### src/hdl/rau_pkg.sv
// ----------------------------------------------------------------------------
// rau_pkg
// Shared types and constants of the rational arithmetic unit: command codes,
// controller states and the command/status groups between the two halves.
// ----------------------------------------------------------------------------
package rau_pkg;

	// operand fields are read as two's complement in their low bits
	localparam int OPERAND_WIDTH = 32;
	localparam int FIELD_W       = 32;
	localparam int WIDE_W        = 64;
	localparam int DEN_W         = 63;
	localparam int SHIFT_W       = 7;
	localparam int COUNT_W       = 6;

	localparam logic [WIDE_W-1:0] MAG_MAX = {1'b0, {(WIDE_W-1){1'b1}}};

	typedef enum logic [2:0] {
		CMD_ADD = 3'd0,
		CMD_SUB = 3'd1,
		CMD_MUL = 3'd2,
		CMD_DIV = 3'd3,
		CMD_NEG = 3'd4
	} cmd_t;

	// which cross product the shared multiplier forms
	typedef enum logic [1:0] {
		MUL_LHS = 2'd0,
		MUL_RHS = 2'd1,
		MUL_NUM = 2'd2,
		MUL_DEN = 2'd3
	} mul_sel_t;

	typedef enum logic [3:0] {
		S_IDLE,
		S_MUL_LHS,
		S_MUL_RHS,
		S_MUL_NUM,
		S_MUL_DEN,
		S_COMBINE,
		S_GCD_LOAD,
		S_GCD,
		S_DIV_LOAD,
		S_DIV,
		S_FINISH,
		S_DONE
	} state_t;

	typedef struct packed {
		logic     load;
		logic     mul_en;
		mul_sel_t mul_sel;
		logic     combine;
		logic     gcd_load;
		logic     gcd_step;
		logic     div_load;
		logic     div_step;
		logic     out_load;
	} rau_ctrl_t;

	typedef struct packed {
		logic gcd_done;
		logic div_last;
	} rau_stat_t;

endpackage

### src/hdl/rau_ctrl.sv
// ----------------------------------------------------------------------------
// rau_ctrl
// Sequencer of the rational arithmetic unit: steps the datapath through the
// cross products, the combine, the binary GCD and the reducing division.
// ----------------------------------------------------------------------------
module rau_ctrl (
	input  logic                clk,
	input  logic                arst_n,
	input  logic                in_valid,
	output logic                in_ready,
	output logic                out_valid,
	input  logic                out_ready,
	input  rau_pkg::rau_stat_t  stat,
	output rau_pkg::rau_ctrl_t  ctrl
);

	rau_pkg::state_t state_q, state_d;

	// state register
	always_ff @(posedge clk or negedge arst_n) begin
		if (!arst_n) begin
			state_q <= rau_pkg::S_IDLE;
		end else begin
			state_q <= state_d;
		end
	end

	// next state and commands
	always_comb begin
		state_d      = state_q;
		ctrl         = '0;
		ctrl.mul_sel = rau_pkg::MUL_LHS;
		in_ready     = 1'b0;
		out_valid    = 1'b0;
		case (state_q)
			rau_pkg::S_IDLE: begin
				in_ready = 1'b1;
				if (in_valid) begin
					ctrl.load = 1'b1;
					state_d   = rau_pkg::S_MUL_LHS;
				end
			end
			rau_pkg::S_MUL_LHS: begin
				ctrl.mul_en  = 1'b1;
				ctrl.mul_sel = rau_pkg::MUL_LHS;
				state_d      = rau_pkg::S_MUL_RHS;
			end
			rau_pkg::S_MUL_RHS: begin
				ctrl.mul_en  = 1'b1;
				ctrl.mul_sel = rau_pkg::MUL_RHS;
				state_d      = rau_pkg::S_MUL_NUM;
			end
			rau_pkg::S_MUL_NUM: begin
				ctrl.mul_en  = 1'b1;
				ctrl.mul_sel = rau_pkg::MUL_NUM;
				state_d      = rau_pkg::S_MUL_DEN;
			end
			rau_pkg::S_MUL_DEN: begin
				ctrl.mul_en  = 1'b1;
				ctrl.mul_sel = rau_pkg::MUL_DEN;
				state_d      = rau_pkg::S_COMBINE;
			end
			rau_pkg::S_COMBINE: begin
				ctrl.combine = 1'b1;
				state_d      = rau_pkg::S_GCD_LOAD;
			end
			rau_pkg::S_GCD_LOAD: begin
				ctrl.gcd_load = 1'b1;
				state_d       = rau_pkg::S_GCD;
			end
			rau_pkg::S_GCD: begin
				if (stat.gcd_done) begin
					state_d = rau_pkg::S_DIV_LOAD;
				end else begin
					ctrl.gcd_step = 1'b1;
				end
			end
			rau_pkg::S_DIV_LOAD: begin
				ctrl.div_load = 1'b1;
				state_d       = rau_pkg::S_DIV;
			end
			rau_pkg::S_DIV: begin
				ctrl.div_step = 1'b1;
				if (stat.div_last) begin
					state_d = rau_pkg::S_FINISH;
				end
			end
			rau_pkg::S_FINISH: begin
				ctrl.out_load = 1'b1;
				state_d       = rau_pkg::S_DONE;
			end
			rau_pkg::S_DONE: begin
				out_valid = 1'b1;
				if (out_ready) begin
					state_d = rau_pkg::S_IDLE;
				end
			end
			default: begin
				state_d = rau_pkg::S_IDLE;
			end
		endcase
	end

endmodule

### config.mk
export PLATFORM = sky130hd
export DESIGN_NAME = rau_ctrl
export DESIGN_NICKNAME = d
export VERILOG_FILES = /design/src/hdl/rau_pkg.sv /design/src/hdl/rau_ctrl.sv
export SDC_FILE = /design/constraint.sdc
export NUM_CORES = 1
export LEC_CHECK = 0
export BUFFER_PORTS_ARGS = -buffer_cell sky130_fd_sc_hd__buf_2
export CAP_MARGIN = 20
export CELL_PAD_IN_SITES_DETAIL_PLACEMENT = 0
export CELL_PAD_IN_SITES_GLOBAL_PLACEMENT = 1
export CORE_AREA = 2 2 39 41
export DETAILED_ROUTE_END_ITERATION = 16
export DIE_AREA = 0 0 41 43
export GPL_TIMING_DRIVEN = 1
export PLACE_DENSITY_LB_ADDON = 0.3
export SLEW_MARGIN = 20
export SYNTH_ARGS = -nofsm -noshare
export SYNTH_HDL_FRONTEND = slang
export SYNTH_SLANG_ARGS = --single-unit
### constraint.sdc
create_clock -name clk -period 1.5 [get_ports clk]
set_input_delay 0.3 -clock clk [delete_from_list [all_inputs] [get_ports clk]]
set_output_delay 0.3 -clock clk [all_outputs]
set_load 0.005 [all_outputs]
==> results.json, run 1 <==
{
  "clock_skew_ns": 0.00430,
  "hold_viol_final": 0,
  "drv_slew": 0,
  "multiInputGateArea_um2": 263,
  "pwr-share-seq": 0.192,
  "hold_path.class": "input port to flop",
  "pwr-share-comb": 0.698,
  "slew_headroom": 0.849,
  "regMostFlops": "state_q",
  "synth_nets": 51,
  "vdd_drop_max_uv": 854,
  "maxCapViolCount": 0,
  "syn_area_um2": 367,
  "die_w_um": 41,
  "reg.largest.list": "state_q: 4 flops",
  "insertion_delay_ns": 0.25,
  "worstMarginPinSlew_ns": 0.224,
  "cp.arrival_ns": 1.26,
  "cts_tree": "built",
  "grt_usage": 0.133,
  "critPathKind": "flop to output pin",
  "clock_sinks": 4,
  "clock.fmax_mhz": 641,
  "worstPathRequired_ns": 1.20,
  "synth_edf_count": 0,
  "vias": 426,
  "hold_slack_ns": 0.332,
  "core-area_um2": 1380,
  "ioPinCount": 18,
  "cts-buffers-inserted": 3,
  "num-fill-cells": 156,
  "syn_inst": 45,
  "timing.setup.tns_ns": -0.0907,
  "place.gp.congestion": 0.704,
  "wirelength_um": 972,
  "seq_area_um2": 105,
  "drc": 0,
  "rows": 14,
  "antenna_found_initial": 0,
  "initial_core_util": 0.265,
  "drt_iter0_drc": 11,
  "violations": "negative setup slack",
  "yosys_warnings": 0,
  "path_max_fanout": 7,
  "dp.final_hpwl_um": 708,
  "cts-root-buf": "clkbuf_4",
  "rsz0062_at_grt": "true",
  "status": "finished with violations",
  "final_cells": 86,
  "clk_path_buf_depth": 2,
  "syn_area_per_cell_um2": 8.15,
  "internal_power_mw": 0.755,
  "dpl.cell_count": 80,
  "dr.pass1.iters": 4,
  "layout-drive-gt1-share": 0.586,
  "clkTransAtPathRegs_ns": 0.04,
  "wl_per_cell_um": 11.3,
  "swShare": 0.424,
  "die_h_um": 43,
  "diodes": 0,
  "p_switching_mw": 0.555,
  "synth_top_flop_cell": "dfrtp_1",
  "io_buffers": 17,
  "fin_nets": 78,
  "via_per_inst": 4.95,
  "largest_reg_flops": 4,
  "cts-htree-levels": 1,
  "min_period_ns": 1.56,
  "worstSetupStartpointType": "flop",
  "area_growth_pct": 55.3,
  "grt_overflow": 0,
  "pre_cts_slack_ns": 0.162,
  "p_leak_nw": 0.282,
  "yosysUniqueCellTypes": 26,
  "power.density_nw_per_um2": 2300,
  "async_flop_share": 1.00,
  "fin_crit_sh": 1.04,
  "power_frac_clock": 0.110,
  "yosys_register_bits": 4,
  "final-setup-viol-count": 2,
  "yosysSeqAreaShare": 0.273,
  "detail-route-antenna-nets": 0,
  "p_total_mw": 1.31,
  "grt_max_degree": 8,
  "grt_pass1_wl_mm": 1.57,
  "final.setup.worst_slack_ns": -0.0592,
  "fp.dieArea_um2": 1760,
  "grt_pass1_vias": 385,
  "cp-end-kind": "output pin"
}
power by group through the flow:
| stage | clock (mW) | combinational (mW) | sequential [mW] |
|---|---|---|---|
| after detailed placement | 0 | 0.772 | 0.264 |
| after global routing | 0.152 | 1.03 | 0.263 |
| final | 0.144 | 0.915 | 0.251 |
| after CTS | 0.145 | 0.862 | 0.249 |
| after global placement | 0 | 0.781 | 0.264 |
| after floorplan | 0 | 0.595 | 0.183 |
synth_stat cells, drive strengths merged, types with 2 or more instances:
cell	count	area (um^2)
nor3	4	20.0
and2	2	12.5
nand2b	4	35.0
nand2	2	7.51
dfrtp	4	100
nor2	10	37.5
buf	4	28.8
o21ai	2	10.0
worst max-delay path, cell delays in order, from the launching register on:
cell and delay, ns:
dfrtp_2 0.42, nand2b_2 0.24, nor3_1 0.19, buf_2 0.16
per-stage QoR:
| step | utilization | instance area (um^2) |
|---|---|---|
| 2_1_floorplan | - | 367 |
| 3_3_place_gp | 0.353 | 488 |
| 3_5_place_dp | 0.353 | 488 |
| 4_1_cts | 0.395 | 547 |
| 5_1_grt | 0.411 | 569 |
| 6_report | 0.411 | 569 |
final cells by class:
class / instances / share of cell area
multi-input combinational: 37 / 0.462
tap: 16 / 0.0352
clock buffer: 3 / 0.0396
sequential: 4 / 0.185
timing repair buffer: 26 / 0.279
final timing paths:
path,to,startpoint,cells past startpoint,slack (ns)
max in group asynchronous,state_q[3]$_DFFE_PN0P_,arst_n,2,0.97
setup / recovery,ctrl[2],state_q[2]$_DFFE_PN0P_,3,-0.06
min in group asynchronous,state_q[0]$_DFFE_PN0P_,arst_n,2,0.39
hold reg to reg,state_q[2]$_DFFE_PN0P_,state_q[3]$_DFFE_PN0P_,1,0.52
hold / removal,state_q[3]$_DFFE_PN0P_,stat[1],2,0.33
setup reg to reg,state_q[1]$_DFFE_PN0P_,state_q[2]$_DFFE_PN0P_,3,0.26
per-layer routing:
| metal | track usage | wire length (um) | vias to the layer above |
|---|---|---|---|
| met2 | 0.194 | 459 | 21 |
| met4 | 0.100 | 29 | 0 |
| met1 | 0.165 | 405 | 189 |
| met5 | 0 | 0 | - |
| li1 | - | - | 212 |
| met3 | 0.0209 | 78 | 4 |
cell families after synthesis:
kind of cell              Yosys count  share of synthesized area
and+or+nand+nor                    24                      0.358
AOI/OAI and AO/OA                  10                      0.215
DFF                                 4                      0.273
buffers and inverters               4                     0.0785
xor gates and xnor gates            2                     0.0478
muxes                               1                     0.0273
layout by cell type, fill, tap and decap left out, drive strengths merged, types with 2 or more instances in the layout:
master and instances:
buf 25, nor2 10, dfrtp 4, nor3 4, nand2b 4, clkbuf 3
and2 2, nand2 2, o21ai 2
what timing repair did:
item | CTS | global route
pin swaps | 0 | 2
hold endpoints to repair | 4 | 0
resized for setup | 6 | 4
setup buffers | 2 | 0
cloned | 0 | 0
endpoints found under the setup margin | 12 | 11
hold buffers | 1 | 0
Power figures use the tool's default switching activity.
==> run 2, diff against run 1 <==
- CELL_PAD_IN_SITES_DETAIL_PLACEMENT: 0 -> 1
- CELL_PAD_IN_SITES_GLOBAL_PLACEMENT: 1 -> 2
- CORE_AREA: 2 2 39 41 -> unset
- CORE_UTILIZATION: unset -> 22
- CTS_CLUSTER_SIZE: unset -> 8
- DIE_AREA: 0 0 41 43 -> unset
==> results.json, run 2 (same netlist as run 1, synthesis figures left out) <==
{
  "die_h_um": 42.8,
  "dpl.cell_count": 79,
  "critPathKind": "flop to output pin",
  "vdd_drop_max_uv": 1260,
  "cts-buffers-inserted": 3,
  "clock_sinks": 4,
  "vias": 462,
  "clock_skew_ns": 0.00329,
  "power.density_nw_per_um2": 2430,
  "ioPinCount": 18,
  "p_leak_nw": 0.363,
  "grt_max_degree": 8,
  "detail-route-antenna-nets": 0,
  "wirelength_mm": 1.31,
  "insertion_delay_ns": 0.23,
  "final.setup.worst_slack_ns": -0.0317,
  "cts_tree": "built",
  "rsz0062_at_grt": "true",
  "max_stage_delay_ns": 0.46,
  "power_frac_clock": 0.071,
  "min_path_cells": 2,
  "largest_reg_flops": 4,
  "p_switching_mw": 0.736,
  "die_w_um": 42.8,
  "fin_util": 0.481,
  "cp_slowest_cell": "dfrtp_2",
  "area_growth_pct": 100,
  "status": "finished with violations",
  "cp-end-kind": "output pin",
  "drc": 0,
  "grt_overflow": 0,
  "timing.setup.tns_ns": -0.0602,
  "pwr-share-seq": 0.175,
  "path_max_fanout": 5,
  "layout_common_cells": "buf_2, buf_4, nor2_1, buf_6",
  "worstSetupStartpointType": "flop",
  "internal_power_mw": 1.05,
  "pwr-share-comb": 0.754,
  "cts-root-buf": "clkbuf_4",
  "grt_usage": 0.136,
  "cp_top_family": "flip-flops",
  "drv_slew": 0,
  "diodes": 0,
  "maxCapViolCount": 0,
  "min_period_ns": 1.53,
  "hold_viol_final": 0,
  "fp.dieArea_um2": 1830,
  "clock.fmax_mhz": 653,
  "violations": "negative setup slack",
  "final_common_cell": "buf_2",
  "dp.final_hpwl_um": 757,
  "hold_path.class": "input port to flop",
  "regMostFlops": "state_q",
  "initial_core_util": 0.241,
  "place.gp.congestion": 0.679,
  "drt_iter0_drc": 6,
  "io_buffers": 17,
  "clkTransAtPathRegs_ns": 0.04,
  "cp.arrival_ns": 1.23,
  "path_cells": "buf_6 > nor4_4 > and2_1 > buf_2",
  "via_per_inst": 4.81,
  "antenna_found_initial": 0,
  "final-setup-viol-count": 3,
  "slew_headroom": 0.868,
  "fin_crit_sh": 1.02,
  "grt_pass1_vias": 441,
  "dr.pass1.iters": 2,
  "layout-drive-gt1-share": 0.713,
  "swShare": 0.413,
  "rr_startpoint": "state_q[1]$_DFFE_PN0P_",
  "reg.largest.list": "state_q: 4 flops",
  "grt_pass1_wl_mm": 1.90,
  "final_cells": 96,
  "clk_path_buf_depth": 2,
  "cts-htree-levels": 1,
  "pre_cts_slack_ns": 0.108,
  "fin_nets": 88,
  "wl_per_cell_um": 13.7,
  "reg2reg_depth": 4,
  "r2r_setup_slack_ns": 0.24,
  "r2r_end": "state_q[0]$_DFFE_PN0P_",
  "rows": 14,
  "core-area_um2": 1520,
  "holdPathEnd": "state_q[3]$_DFFE_PN0P_",
  "worstHoldStart": "stat[1]",
  "crit_buf_inv": 2,
  "worstPathRequired_ns": 1.20,
  "worstMarginPinSlew_ns": 0.196
}
==> run 2: routing by layer <==
metal  vias to the layer above  part of all wire  global-route usage
li1                        232                 -                   -
met3                         0             0.036              0.0298
met4                         0                 0              0.0375
met2                        11              0.50               0.233
met5                         -                 0                   0
met1                       219              0.46               0.170
==> run 2: power groups by stage <==
stage / Sequential [mW] / Combinational, mW / Clock, mW
6_report: 0.311 / 1.35 / 0.127
5_1_grt: 0.324 / 1.45 / 0.141
4_1_cts: 0.301 / 1.01 / 0.140
3_5_place_dp: 0.316 / 0.725 / 0
3_3_place_gp: 0.317 / 0.723 / 0
2_1_floorplan: 0.183 / 0.595 / 0
==> run 2: timing repair <==
item	4_1_cts	5_1_grt
buffers inserted	8	5
endpoints found under the hold margin	4	0
endpoints found under the setup margin	11	11
hold buffers	1	0
gates resized for setup	11	17
pin swaps	1	5
==> run 2: how the worst max path moves through the flow <==
| stage | startpoint | to | slack [ns] | cells after the start |
|---|---|---|---|---|
| after CTS | state_q[2]$_DFFE_PN0P_ | ctrl[2] | -0.03 | 3 |
| after floorplan | state_q[2]$_DFFE_PN0P_ | ctrl[9] | 0.19 | 3 |
| after global placement | state_q[0]$_DFFE_PN0P_ | ctrl[8] | 0.13 | 4 |
| final | state_q[1]$_DFFE_PN0P_ | ctrl[9] | -0.03 | 4 |
| after detailed placement | state_q[2]$_DFFE_PN0P_ | ctrl[2] | 0.11 | 3 |
| after global routing | state_q[1]$_DFFE_PN0P_ | ctrl[9] | -0.10 | 4 |
==> run 2: metrics by stage <==
stage          power, mW  cell area [um^2]  hold slack, ns
4_1_cts             1.45               614           0.348
6_report            1.78               733           0.368
3_5_place_dp        1.04               480           0.110
5_1_grt             1.91               733           0.384
3_3_place_gp        1.04               480           0.107
2_1_floorplan      0.778               367         0.00441
==> run 2: cell type report <==
cell class                      count  area, um^2
Multi-Input combinational cell     37         320
Sequential cell                     4         105
Fill cell                         179         791
Timing Repair Buffer               36         265
Tap cell                           16        20.0
Clock buffer                        3        22.5
==> run 2: worst reg2reg max path: stages, from the launching register on <==
cell	delay [ns]
dfrtp_2	0.46
buf_6	0.16
nor3_1	0.18
o21bai_1	0.09
a32o_1	0.26
==> run 3, diff against run 2 <==
- CORE_UTILIZATION: 22 -> 24
- clock period: 1.5 -> 1.9 ns (I/O delays scaled with it)
==> results.json, run 3 (same netlist as run 1, synthesis figures left out) <==
{
  "grt_max_degree": 12,
  "reg.largest.list": "state_q: 4 flops",
  "core-area_um2": 1370,
  "die_h_um": 41.1,
  "dp.final_hpwl_um": 710,
  "cts_tree": "built",
  "timing.setup.tns_ns": 0,
  "power.density_nw_per_um2": 1760,
  "fin_crit_sh": 0.924,
  "ioPinCount": 18,
  "drt_iter0_drc": 4,
  "largest_reg_flops": 4,
  "status": "completed",
  "path_cells": "nand2b_2 > nor3_1 > buf_2",
  "grt_pass1_vias": 307,
  "wirelength_um": 936,
  "grt_overflow": 0,
  "clock_skew_ns": 0.000318,
  "p_leak_nw": 0.237,
  "die_w_um": 41.1,
  "cp.arrival_ns": 1.38,
  "path_max_fanout": 11,
  "hold_slack_ns": 0.423,
  "r2r_setup_slack_ns": 0.48,
  "final-setup-viol-count": 0,
  "area_growth_pct": 31.4,
  "hold_path.class": "input port to flop",
  "drv_slew": 0,
  "io_buffers": 17,
  "hold_viol_final": 0,
  "reg2reg_depth": 3,
  "layout_common_cells": "buf_2, nor2_1, nor3_1, dfrtp_1, clkbuf_4",
  "min_path_cells": 2,
  "worstSetupStartpointType": "flop",
  "max_stage_delay_ns": 0.54,
  "via_per_inst": 4.95,
  "wl_per_cell_um": 12.0,
  "rr_startpoint": "state_q[2]$_DFFE_PN0P_",
  "r2r_end": "state_q[1]$_DFFE_PN0P_",
  "initial_core_util": 0.268,
  "cp_top_family": "flip-flops",
  "clkTransAtPathRegs_ns": 0.04,
  "clk_path_buf_depth": 2,
  "final_common_cell": "buf_2",
  "crit_buf_inv": 1,
  "regMostFlops": "state_q",
  "rsz0062_at_grt": "false",
  "cp-end-kind": "output pin",
  "insertion_delay_ns": 0.23,
  "grt_pass1_wl_mm": 1.37,
  "post_cts_resize_count": 0,
  "diodes": 0,
  "grt_usage": 0.124,
  "detail-route-antenna-nets": 0,
  "cts_post_setup_buffers_inserted": 0,
  "fp.dieArea_um2": 1690,
  "vdd_drop_max_uv": 736,
  "worstHoldStart": "stat[1]",
  "cts-buffers-inserted": 3,
  "slew_headroom": 0.688,
  "worstMarginPinSlew_ns": 0.467,
  "cts-root-buf": "clkbuf_4",
  "min_period_ns": 1.76,
  "maxCapViolCount": 0,
  "cts-htree-levels": 1,
  "clock.fmax_mhz": 569,
  "worstPathRequired_ns": 1.52,
  "dr.pass1.iters": 4,
  "rows": 13,
  "clock_sinks": 4,
  "cp_slowest_cell": "dfrtp_1",
  "holdPathEnd": "state_q[3]$_DFFE_PN0P_",
  "antenna_found_initial": 0,
  "drc": 0,
  "fin_nets": 71,
  "place.gp.congestion": 0.668,
  "critPathKind": "flop to output pin",
  "layout-drive-gt1-share": 0.397,
  "vias": 386,
  "p_total_mw": 0.849
}
[run 3: worst max path at each step]
stage	start	end	slack [ns]	cells past startpoint
finish	state_q[2]$_DFFE_PN0P_	ctrl[2]	0.14	3
global route	state_q[2]$_DFFE_PN0P_	ctrl[9]	0.01	3
CTS	state_q[2]$_DFFE_PN0P_	ctrl[2]	0.12	3
detailed placement	state_q[2]$_DFFE_PN0P_	ctrl[2]	0.37	3
global placement	state_q[2]$_DFFE_PN0P_	ctrl[2]	0.35	3
floorplan	state_q[2]$_DFFE_PN0P_	ctrl[9]	0.51	3
[run 3: layout make-up]
cell class / instances / area [um^2]
Multi-Input combinational cell: 37 / 238
Clock buffer: 3 / 22.5
Timing Repair Buffer: 19 / 103
Fill cell: 185 / 885
Tap cell: 15 / 18.8
Sequential cell: 4 / 100
[run 3: worst register-to-register path, stage by stage (launching register included)]
cell and delay, ns:
dfrtp_1 0.54, nand2b_2 0.32, o221a_1 0.28, a211oi_2 0.20
[run 3: power breakdown]
| part | switching (mW) | leakage (nW) | internal (mW) |
|---|---|---|---|
| Clock | 0.0324 | 0.0138 | 0.0705 |
| Sequential | 0.123 | 0.0482 | 0.128 |
| Combinational | 0.233 | 0.175 | 0.262 |
[run 3: timing repair]
action / CTS / global route
hold buffers: 1 / 0
hold endpoints to repair: 4 / 0
endpoints found under the setup margin: 0 / 0
[run 3: metal layers]
| metal | track usage | vias to the layer above | part of all wire |
|---|---|---|---|
| met5 | 0 | - | 0 |
| met4 | 0.0500 | 0 | 0 |
| met3 | 0.0489 | 0 | 0.071 |
| met2 | 0.188 | 16 | 0.44 |
| met1 | 0.155 | 175 | 0.49 |
| li1 | - | 195 | - |
[run 3: per-stage QoR]
stage / worst slack (ns) / cell area [um^2] / cells / utilization
after floorplan: 0.508 / 367 / 45 / -
after global placement: 0.353 / 449 / 74 / 0.329
after detailed placement: 0.373 / 449 / 74 / 0.329
after CTS: 0.117 / 482 / 78 / 0.353
after global routing: 0.0121 / 482 / 78 / 0.353
final: 0.144 / 482 / 78 / 0.353
